[src/rtl/tga_rle_pkg.sv]
// ----------------------------------------------------------------------------
// TGA RLE decoder package
// Shared types and constants for the TGA run-length pixel decoder.
// ----------------------------------------------------------------------------
package tga_rle_pkg;

  // Header layout
  localparam int unsigned HdrCntW      = 5;
  localparam logic [HdrCntW-1:0] HdrTypeIdx   = 5'd2;
  localparam logic [HdrCntW-1:0] HdrTmplLen   = 5'd12;
  localparam logic [HdrCntW-1:0] HdrWidthLo   = 5'd12;
  localparam logic [HdrCntW-1:0] HdrWidthHi   = 5'd13;
  localparam logic [HdrCntW-1:0] HdrHeightLo  = 5'd14;
  localparam logic [HdrCntW-1:0] HdrHeightHi  = 5'd15;
  localparam logic [HdrCntW-1:0] HdrDepthIdx  = 5'd16;
  localparam logic [HdrCntW-1:0] HdrLastIdx   = 5'd17;

  localparam logic [7:0] ImgTypeRle    = 8'd10;
  localparam logic [7:0] ImgTypeRaw    = 8'd2;
  localparam logic [7:0] DepthRgb      = 8'd24;
  localparam logic [7:0] DepthRgba     = 8'd32;
  localparam logic [7:0] RunPktOffset  = 8'd127;

  // Decoder phase, one-hot
  typedef enum logic [3:0] {
    PH_HEADER = 4'b0001,
    PH_PACKET = 4'b0010,
    PH_PIXEL  = 4'b0100,
    PH_DONE   = 4'b1000
  } phase_e;

  // Result status codes
  typedef enum logic [1:0] {
    ST_PIXELS     = 2'd0,
    ST_BAD_HEADER = 2'd1,
    ST_UNCOMP     = 2'd2
  } status_e;

  typedef struct packed {
    logic [7:0] repeat_res;
    logic [7:0] alpha;
    logic [7:0] blue;
    logic [7:0] green;
    logic [7:0] red;
  } pix_data_t;

endpackage

[src/rtl/tga_rle_pixel_decoder.sv]
// ----------------------------------------------------------------------------
// TGA RLE pixel decoder
// Checks the 18-byte TGA header and decodes type-10 packets into RGBA pixels.
// ----------------------------------------------------------------------------
// A result is registered and shows on the master side in the cycle after the
// byte that completes it is taken. The input takes one byte per cycle and
// stalls only while the output register holds a result that has not been taken.
// Reset (rst_ni low, asynchronous) returns the decoder to header byte 0 and
// empties the output register; tuser on the slave side restarts a file.
module tga_rle_pixel_decoder
  import tga_rle_pkg::*;
(
  input  logic        clk_i,
  input  logic        rst_ni,
  input  logic        s_axis_tvalid,
  output logic        s_axis_tready,
  input  logic [7:0]  s_axis_tdata,   // [7:0] data_byte
  input  logic        s_axis_tuser,   // [0] first_byte
  output logic        m_axis_tvalid,
  input  logic        m_axis_tready,
  output logic [39:0] m_axis_tdata,   // red, green, blue, alpha, repeat_res
  output logic        m_axis_tlast,   // image_end
  output logic [1:0]  m_axis_tuser    // [1:0] status
);

  phase_e              phase_q, phase_d, ph_cur;
  logic [HdrCntW-1:0]  hdr_cnt_q, hdr_cnt_d, hdr_cnt_cur;
  logic                mismatch_q, mismatch_d, mismatch_cur;
  logic                uncomp_q, uncomp_d, uncomp_cur;
  logic [15:0]         width_q, width_d, width_cur;
  logic [15:0]         height_q, height_d, height_cur;
  logic                has_alpha_q, has_alpha_d, has_alpha_cur;
  logic [31:0]         pix_left_q, pix_left_d, pix_left_cur;
  logic [7:0]          pkt_left_q, pkt_left_d, pkt_left_cur;
  logic                pkt_run_q, pkt_run_d, pkt_run_cur;
  logic [1:0]          byte_idx_q, byte_idx_d, byte_idx_cur;
  logic [23:0]         pix_bytes_q, pix_bytes_d, pix_bytes_cur;

  logic                out_vld_q, out_vld_d;
  pix_data_t           out_data_q, res_data;
  logic                out_last_q, res_last;
  status_e             out_stat_q, res_stat;
  logic                emit;
  logic                accept;

  logic [7:0]          b;
  logic [31:0]         area;
  logic [31:0]         rep;
  logic [31:0]         left_after;
  logic                last_byte;
  logic [23:0]         pb_new;

  assign b             = s_axis_tdata;
  assign s_axis_tready = !out_vld_q || m_axis_tready;
  assign accept        = s_axis_tvalid && s_axis_tready;
  assign area          = {16'd0, width_q} * {16'd0, height_q};

  always_comb begin
    // a first_byte request starts from the reset state
    if (s_axis_tuser) begin
      ph_cur        = PH_HEADER;
      hdr_cnt_cur   = '0;
      mismatch_cur  = 1'b0;
      uncomp_cur    = 1'b0;
      width_cur     = '0;
      height_cur    = '0;
      has_alpha_cur = 1'b0;
      pix_left_cur  = '0;
      pkt_left_cur  = '0;
      pkt_run_cur   = 1'b0;
      byte_idx_cur  = '0;
      pix_bytes_cur = '0;
    end else begin
      ph_cur        = phase_q;
      hdr_cnt_cur   = hdr_cnt_q;
      mismatch_cur  = mismatch_q;
      uncomp_cur    = uncomp_q;
      width_cur     = width_q;
      height_cur    = height_q;
      has_alpha_cur = has_alpha_q;
      pix_left_cur  = pix_left_q;
      pkt_left_cur  = pkt_left_q;
      pkt_run_cur   = pkt_run_q;
      byte_idx_cur  = byte_idx_q;
      pix_bytes_cur = pix_bytes_q;
    end

    phase_d     = ph_cur;
    hdr_cnt_d   = hdr_cnt_cur;
    mismatch_d  = mismatch_cur;
    uncomp_d    = uncomp_cur;
    width_d     = width_cur;
    height_d    = height_cur;
    has_alpha_d = has_alpha_cur;
    pix_left_d  = pix_left_cur;
    pkt_left_d  = pkt_left_cur;
    pkt_run_d   = pkt_run_cur;
    byte_idx_d  = byte_idx_cur;
    pix_bytes_d = pix_bytes_cur;

    emit     = 1'b0;
    res_data = '0;
    res_last = 1'b0;
    res_stat = ST_PIXELS;

    pb_new = pix_bytes_cur;
    case (byte_idx_cur)
      2'd0:    pb_new[7:0]   = pix_bytes_cur[7:0]   | b;
      2'd1:    pb_new[15:8]  = pix_bytes_cur[15:8]  | b;
      2'd2:    pb_new[23:16] = pix_bytes_cur[23:16] | b;
      default: pb_new        = pix_bytes_cur;
    endcase
    last_byte  = has_alpha_cur ? (byte_idx_cur == 2'd3) : (byte_idx_cur == 2'd2);
    rep        = pkt_run_cur ? {24'd0, pkt_left_cur} : 32'd1;
    if (rep > pix_left_cur) begin
      rep = pix_left_cur;
    end
    left_after = pix_left_cur - rep;

    case (ph_cur)
      PH_HEADER: begin
        if (hdr_cnt_cur < HdrTmplLen) begin
          if (hdr_cnt_cur == HdrTypeIdx) begin
            if (b == ImgTypeRaw) begin
              uncomp_d = 1'b1;
            end else if (b != ImgTypeRle) begin
              mismatch_d = 1'b1;
            end
          end else if (b != 8'd0) begin
            mismatch_d = 1'b1;
          end
        end else if (hdr_cnt_cur == HdrWidthLo) begin
          width_d = {8'd0, b};
        end else if (hdr_cnt_cur == HdrWidthHi) begin
          width_d = {b, width_cur[7:0]};
        end else if (hdr_cnt_cur == HdrHeightLo) begin
          height_d = {8'd0, b};
        end else if (hdr_cnt_cur == HdrHeightHi) begin
          height_d = {b, height_cur[7:0]};
        end else if (hdr_cnt_cur == HdrDepthIdx) begin
          if (b == DepthRgba) begin
            has_alpha_d = 1'b1;
          end else if (b != DepthRgb) begin
            mismatch_d = 1'b1;
          end
        end
        if (hdr_cnt_cur < HdrLastIdx) begin
          hdr_cnt_d = hdr_cnt_cur + HdrCntW'(1);
        end else if (mismatch_cur) begin
          phase_d  = PH_DONE;
          emit     = 1'b1;
          res_stat = ST_BAD_HEADER;
        end else if (uncomp_cur) begin
          phase_d  = PH_DONE;
          emit     = 1'b1;
          res_stat = ST_UNCOMP;
        end else begin
          // width and height are settled by header byte 17, never the first byte
          pix_left_d = area;
          phase_d    = (area == 32'd0) ? PH_DONE : PH_PACKET;
        end
      end
      PH_PACKET: begin
        if (!b[7]) begin
          pkt_run_d  = 1'b0;
          pkt_left_d = b + 8'd1;
        end else begin
          pkt_run_d  = 1'b1;
          pkt_left_d = b - RunPktOffset;
        end
        byte_idx_d  = '0;
        pix_bytes_d = '0;
        phase_d     = PH_PIXEL;
      end
      PH_PIXEL: begin
        if (!last_byte) begin
          pix_bytes_d = pb_new;
          byte_idx_d  = byte_idx_cur + 2'd1;
        end else begin
          emit                = 1'b1;
          res_data.red        = pb_new[23:16];
          res_data.green      = pb_new[15:8];
          res_data.blue       = pb_new[7:0];
          res_data.alpha      = has_alpha_cur ? b : 8'd0;
          res_data.repeat_res = rep[7:0];
          res_last            = (left_after == 32'd0);
          pix_left_d          = left_after;
          byte_idx_d          = '0;
          pix_bytes_d         = '0;
          if (pkt_run_cur) begin
            pkt_left_d = '0;
          end else if (pkt_left_cur != 8'd0) begin
            pkt_left_d = pkt_left_cur - 8'd1;
          end
          if (left_after == 32'd0) begin
            phase_d = PH_DONE;
          end else if (pkt_left_d == 8'd0) begin
            phase_d = PH_PACKET;
          end
        end
      end
      PH_DONE: begin
        phase_d = PH_DONE;
      end
      default: begin
        phase_d = PH_HEADER;
      end
    endcase

    if (accept) begin
      out_vld_d = emit;
    end else if (m_axis_tready) begin
      out_vld_d = 1'b0;
    end else begin
      out_vld_d = out_vld_q;
    end
  end

  always_ff @(posedge clk_i or negedge rst_ni) begin
    if (!rst_ni) begin
      phase_q     <= PH_HEADER;
      hdr_cnt_q   <= '0;
      mismatch_q  <= 1'b0;
      uncomp_q    <= 1'b0;
      width_q     <= '0;
      height_q    <= '0;
      has_alpha_q <= 1'b0;
      pix_left_q  <= '0;
      pkt_left_q  <= '0;
      pkt_run_q   <= 1'b0;
      byte_idx_q  <= '0;
      pix_bytes_q <= '0;
      out_vld_q   <= 1'b0;
    end else begin
      out_vld_q <= out_vld_d;
      if (accept) begin
        phase_q     <= phase_d;
        hdr_cnt_q   <= hdr_cnt_d;
        mismatch_q  <= mismatch_d;
        uncomp_q    <= uncomp_d;
        width_q     <= width_d;
        height_q    <= height_d;
        has_alpha_q <= has_alpha_d;
        pix_left_q  <= pix_left_d;
        pkt_left_q  <= pkt_left_d;
        pkt_run_q   <= pkt_run_d;
        byte_idx_q  <= byte_idx_d;
        pix_bytes_q <= pix_bytes_d;
      end
    end
  end

  // output payload, loaded only with a new result
  always_ff @(posedge clk_i) begin
    if (accept && emit) begin
      out_data_q <= res_data;
      out_last_q <= res_last;
      out_stat_q <= res_stat;
    end
  end

  assign m_axis_tvalid = out_vld_q;
  assign m_axis_tdata  = out_data_q;
  assign m_axis_tlast  = out_last_q;
  assign m_axis_tuser  = out_stat_q;

endmodule

[config.mk]
export PLATFORM = sky130hd
export DESIGN_NAME = tga_rle_pixel_decoder
export DESIGN_NICKNAME = d
export VERILOG_FILES = /design/src/rtl/tga_rle_pkg.sv /design/src/rtl/tga_rle_pixel_decoder.sv
export SDC_FILE = /design/constraint.sdc
export NUM_CORES = 1
export LEC_CHECK = 0
export ABC_CLOCK_PERIOD_IN_PS = 9300
export BUFFER_PORTS_ARGS = -buffer_cell sky130_fd_sc_hd__clkbuf_2
export CORE_MARGIN = 3
export CORE_UTILIZATION = 29
export DETAILED_ROUTE_END_ITERATION = 16
export GPL_TIMING_DRIVEN = 0
export PLACE_DENSITY = 0.45
export RECOVER_POWER = 25
export SKIP_CTS_REPAIR_TIMING = 1
export SYNTH_ARGS = -nofsm -noshare
export SYNTH_HDL_FRONTEND = slang
export SYNTH_SLANG_ARGS = --single-unit
[constraint.sdc]
create_clock -name clk_i -period 9.3 [get_ports clk_i]
set_input_delay 2.325 -clock clk_i [delete_from_list [all_inputs] [get_ports clk_i]]
set_output_delay 2.325 -clock clk_i [all_outputs]
set_load 0.03 [all_outputs]
**Yosys cells after proc, flatten, opt, wreduce, memory -nomap -nowiden**

Index checks and enable logic that the tools add are counted.

- Bits in registers: 155
- Input port bits: 13
- Output and inout bits: 45

- Add/subtract/negate cells: 6
- $mul: 1
- Magnitude comparators: 3
- Equal/unequal tests: 17
- Multiplexer cells: 90
- Bitwise gates (word level): 4
- Reductions and logical operators: 15

Operators by type and width:

| operator | count |
|---|---|
| $mux 16 | 12 |
| $mux 32 | 6 |
| $mux 8 | 11 |
| $logic_not 32->1 | 2 |
| $pmux 32 s2 | 1 |
| $mux 24 | 2 |
| $pmux 24 s2 | 1 |
| $mux 1 | 39 |
| $gt 8x32->1 | 1 |
| $mul 16x16->32 | 1 |
| $mux 4 | 8 |
| $sub 32x32->32 | 1 |
| $or 8x8->8 | 3 |
| $eq 5x4->1 const B | 4 |
| $pmux 4 s4 | 1 |
| $pmux 8 s2 | 1 |
| $reduce_bool 8->1 | 2 |
| $mux 5 | 3 |
| $add 8x1->8 const B | 1 |
| $eq 8x2->1 const B | 1 |
| $eq 8x6->1 const B | 1 |
| $logic_not 8->1 | 1 |
| $ne 8x4->1 const B | 1 |
| $ne 8x5->1 const B | 1 |
| 27 further kinds | 31 |

**Logic depth before layout (Yosys ltp)**

- Depth in word-level cells: 11
- Gate-level depth with buffers: 31
- Gate-level depth less buffers: 24

**Worst setup path before layout**

No wires, ideal clock.

- Path kind: input-to-reg
- Start: input s_axis_tuser
- End: register phase_q[3]
- Library setup time: 0.086 ns
- Data arrival time: 8.658 ns
- Slack: 0.556 ns
- Cell stages on the path: 28
- Buffers on the path: 6
- Cell sequence: buf_2 inv_1 clkbuf_1 clkbuf_1 clkbuf_1 buf_1 clkbuf_1 and3_1 ha_1 a21o_1 a21o_1 a21oi_1 o21ai_0 o2111ai_1 mux2i_1 ha_1 inv_1 fa_1 a211oi_2 nor2_1 xor2_1 or4_1 or3b_2 nor4_1 nand4_1 or4_1 o21a_1 o221ai_2

RTL lines:

| what | RTL line | RTL |
|---|---|---|
| start: declaration | tga_rle_pixel_decoder.sv:18 | `input logic s_axis_tuser,` |
| $mux 8 or $mux 1 (tied branches) | tga_rle_pixel_decoder.sv:60 | `if (s_axis_tuser) begin` |
| $mux 8 | tga_rle_pixel_decoder.sv:114 | `rep = pkt_run_cur ? {24'd0, pkt_left_cur} : 32'd1;` |
| $gt 8x32->1 | tga_rle_pixel_decoder.sv:115 | `if (rep > pix_left_cur) begin` |
| $mux 32 (*) | tga_rle_pixel_decoder.sv:115 |  |
| via rep[0] | tga_rle_pixel_decoder.sv:48 | `logic [31:0] rep;` |
| $sub 32x32->32 (*) | tga_rle_pixel_decoder.sv:118 | `left_after = pix_left_cur - rep;` |
| $logic_not 32->1 (*) | tga_rle_pixel_decoder.sv:195 | `if (left_after == 32'd0) begin` |
| $mux 4 (*) | tga_rle_pixel_decoder.sv:195 |  |
| $mux 4 (*) | tga_rle_pixel_decoder.sv:176 | `if (!last_byte) begin` |
| $pmux 4 s4 (*) | tga_rle_pixel_decoder.sv:120 | `case (ph_cur)` |
| end signal: assignment | tga_rle_pixel_decoder.sv:237 | `phase_q <= phase_d;` |
| end: declaration | tga_rle_pixel_decoder.sv:26 | `phase_e phase_q, phase_d, ph_cur;` |

Mark *: on every way through the listed nets, which the timed path passes. The rest lies on a longest branch. The select of a mux whose other input is x is not followed.
A chain may end at the register's enable or synchronous reset.

**Worst setup path in the final report**

- Start: input s_axis_tuser
- End: register out_last_q, in the netlist m_axis_tlast, data pin

- Cells in the longest elaborated chain, start to end: 6

RTL lines:

| what | RTL line | RTL |
|---|---|---|
| $mux 8 or $mux 1 (tied branches) | tga_rle_pixel_decoder.sv:60 |  |
| $mux 8 | tga_rle_pixel_decoder.sv:114 |  |
| $gt 8x32->1 | tga_rle_pixel_decoder.sv:115 |  |
| $mux 32 (*) | tga_rle_pixel_decoder.sv:115 |  |
| via rep[0] | tga_rle_pixel_decoder.sv:48 |  |
| $sub 32x32->32 (*) | tga_rle_pixel_decoder.sv:118 |  |
| $logic_not 32->1 (*) | tga_rle_pixel_decoder.sv:186 | `res_last = (left_after == 32'd0);` |
| end signal: assignment | tga_rle_pixel_decoder.sv:257 | `out_last_q <= res_last;` |
| end: declaration | tga_rle_pixel_decoder.sv:41 | `logic out_last_q, res_last;` |

Mark *: on every way through the listed nets, which the timed path passes. The rest lies on a longest branch.

==> impl_results.md <==
- Synth Cell Area: 0.0184 mm2
- Crit-path slowest cell: or4_1
- Clk_skew: 0.0183 ns
- Met2 Usage GRT: between 30% and 40%
- Total grt overflow: 0
- Status: finished, violations left
- Slew Viols, Final: just under 100
- Antenna-violating nets left: 0
- Placed wire-length estimate: 52.5 mm
- Storage cell area: about 0.004 mm2
- GR Layer Usage met1: just under 30%
- Ranking of synthesized cells by area: fa_1, dfrtp_1, ha_1
- Final Power: between 2 and 2.5 mW
- Final setup vio count: 0
- CTS tree: built
- Hold Vio Cnt, Final: 0
- WL per Instance: around 22 um
- CP required: roughly 9.6 ns
- Die Area: roughly 0.066 mm2
- P&R area growth vs syn: 11.3%
- Violations in the final reports: capacitance limit, slew limit
- Cells after Synth: around 2,100
- Cell taking the most area after synthesis: fa_1
- Worst Max-Slew Pin Slew: between 5 and 6 ns
- Final GP Congestion: roughly 0.90
- Crit Path Max Fanout: 10
- RSZ-0062 raised after global routing: false
- Period minus WS final: between 9 and 10 ns
- # DRC: 0
- Drt pass-1 iters: 5
- Grt met3 use: around 2.7%
- Crit start category: primary input
- PortBufs: 54
- Crit Path Category: primary input to flip-flop
- Clock buffer count from CTS: 17
- Critical Path AT: between 9 and 10 ns
- Max incr delay on CP: roughly 0.59 ns
- # IOs: between 50 and 60
- Deepest clock path buffer count: 2
- Max cap viols: 1
- Pin count of the biggest net entering global routing: 99
- Count of cell types in the netlist: 86
- Gr usage total: approximately 20%
- Post-synthesis sequential area ratio: between 20% and 30%
- Root buf cell: clkbuf_16
- Multi-input logic area: 0.0129 mm2
- Asr flop ratio synth: between 70% and 80%
- Net Count, Synth: between 2,000 and 2,500
- Yosys Warn Count: 0
- Predominant post-synthesis flop cell: dfrtp_1
- Initial core utilization: between 20 and 30%
- CORE AREA: a little over 0.06 mm2
- Std cell rows: between 90 and 100
- Register bit total from synthesis: between 150 and 200
- Post-synth EDFFs: 43
- DRT Wirelength: 66.5 mm
- Area share of the largest cell type after synthesis: 21.2%
- Hold Crit Class: flip-flop to flip-flop
- CP endpoint kind: flip-flop
- Syn avg cell area: 8.67 um2
- H-tree levels: 4
- Worst-path clk slew: 0.07 ns
- Most frequent CP cell: clkbuf_4
- VDD IR-drop max: roughly 0.00014 V
- Layout cells sized above 1: 6.94%
- Hold_ws: just under 0.5 ns
- Filler instances: roughly 6,700
- Final period util: between 90% and 100%
- Clock Sinks: 155
- Die Y: 258 um
- Pwr/cell area: between 100 and 150 mW/mm2
- Initial antenna violation count: 0
- Die width: 258 um
- Slew headroom: -289%
- First-pass GRT wire length: 103 mm
- Vias in the first global route: 16,100
- Final net count: between 2,000 and 3,000
- Via density: about 5.2
- Clk_lat worst skew: ~0.46 ns
- Fmax: approximately 110 MHz
- Gr busiest metal: met2
- LEAKAGE: a little over 9 nW
- Drt initial violations: 1,347
- Vias post-DR: ~16,000
==> logic make-up after synthesis <==
group           after synthesis  synth area share (%)
simple gates                754                  20.2
compound gates              444                  16.2
buf+inv                     382                  8.04
fa+ha+maj                   329                  30.3
flops                       155                  22.3
xor+xnor                     35                  1.67
mux                          23                  1.29
==> flip-flops by register name, indices dropped and copies added, names as in the netlist, 4 cells and up <==
register and count:
m_axis_tdata 40, pix_left_q 32, pix_bytes_q 24, height_q 16, width_q 16, pkt_left_q 8, hdr_cnt_q 5, phase_q 4
==> worst max-delay path: cells and delay by family <==
kind                       cells  cell delay [ns]
AOI/OAI and AO/OA              9             1.92
adders and majority gates      3             0.89
buffers and inverters          9             1.98
muxes                          1             0.33
and+or+nand+nor                7             1.89
==> Yosys cell counts (6+ instances only) <==
| cell | count |
|---|---|
| nor4_1 | 17 |
| o31ai_1 | 7 |
| o21ai_0 | 112 |
| ha_1 | 134 |
| nor2b_1 | 26 |
| a211oi_1 | 12 |
| a31oi_1 | 12 |
| nand3_1 | 28 |
| nand4_1 | 11 |
| or4_1 | 7 |
| edfxtp_1 | 43 |
| fa_1 | 195 |
| nand2b_1 | 16 |
| a21o_1 | 14 |
| a221oi_1 | 12 |
| a22oi_1 | 34 |
| o22ai_1 | 9 |
| nor3b_1 | 8 |
| nor3_1 | 39 |
| nor2_1 | 141 |
| nand2_1 | 270 |
| or3_1 | 8 |
| o21a_1 | 14 |
| xor2_1 | 18 |
| clkbuf_1 | 98 |
| mux2i_1 | 18 |
| and2_1 | 138 |
| a21oi_1 | 94 |
| a22o_1 | 42 |
| and3_1 | 15 |
| xnor2_1 | 17 |
| inv_1 | 264 |
| o211ai_1 | 13 |
| buf_2 | 6 |
| dfrtp_1 | 111 |
==> layer usage <==
| metal | wire length [um] | vias up |
|---|---|---|
| met5 | 0 | - |
| met3 | 3130 | 50 |
| met1 | 31200 | 8089 |
| met2 | 31200 | 449 |
| li1 | - | 7318 |
| met4 | 929 | 0 |
==> stage by stage <==
step / instances / util, % / TNS, ns / area [um2] / worst slack (ns)
global route: 3055 / 32.9 / 0 / 20500 / 0.00366
floorplan: 2122 / - / 0 / 18400 / 0.556
finish: 3056 / 32.9 / 0 / 20500 / 0.205
CTS: 3047 / 32.7 / -33.08 / 20300 / -1.98
global placement: 3013 / 31.7 / -178.18 / 19700 / -3.25
detailed placement: 3015 / 31.8 / -70.46 / 19800 / -2.44
==> final timing paths <==
path	from	endpoint	slack, ns	cells after the start
setup / recovery	s_axis_tuser	m_axis_tlast$_SDFFCE_PN0P_	0.21	29
min in group asynchronous	rst_ni	pix_left_q[16]$_DFFE_PN0P_	2.02	1
hold reg to reg	byte_idx_q[1]$_DFFE_PN0P_	byte_idx_q[1]$_DFFE_PN0P_	0.49	2
hold / removal	byte_idx_q[1]$_DFFE_PN0P_	byte_idx_q[1]$_DFFE_PN0P_	0.49	2
max in group asynchronous	rst_ni	width_q[0]$_DFFE_PN0P_	1.16	2
setup reg to reg	height_q[10]$_DFFE_PN0P_	phase_q[1]$_DFFE_PN0P_	0.91	23
==> power breakdown <==
group | total, mW | switching (mW) | internal [mW]
clock network | 0.716 | 0.346 | 0.370
logic | 0.751 | 0.504 | 0.247
registers | 0.786 | 0.0463 | 0.740
total | 2.25 | 0.896 | 1.36
==> placed cells by master, fill, tap and decap left out, drive strengths merged, types with 9 or more instances in the layout <==
cell      n
a211oi   13
a21o     14
a21oi    94
a221oi   12
a22o     42
a22oi    34
a31oi    12
and2    138
and3     15
buf      25
clkbuf  176
dfrtp   111
edfxtp   43
fa      195
ha      134
inv     272
mux2i    18
nand2   270
nand2b   16
nand3    29
nand4    11
nor2    141
nor2b    26
nor3     40
nor4     18
o211ai   13
o21a     14
o21ai   117
o22ai     9
or3       9
or4      10
xnor2    17
xor2     18
==> area by class of cell <==
type                            instances  area share (%)
Multi-Input combinational cell       1585            62.9
Sequential cell                       155            20.0
Antenna cell                            1          0.0122
Timing Repair Buffer                   66            1.80
Clock inverter                         13           0.606
Inverter                              264            4.86
Tap cell                              837            5.12
Buffer                                116            2.43
Clock buffer                           19            2.22
Power figures use the tool's default switching activity.
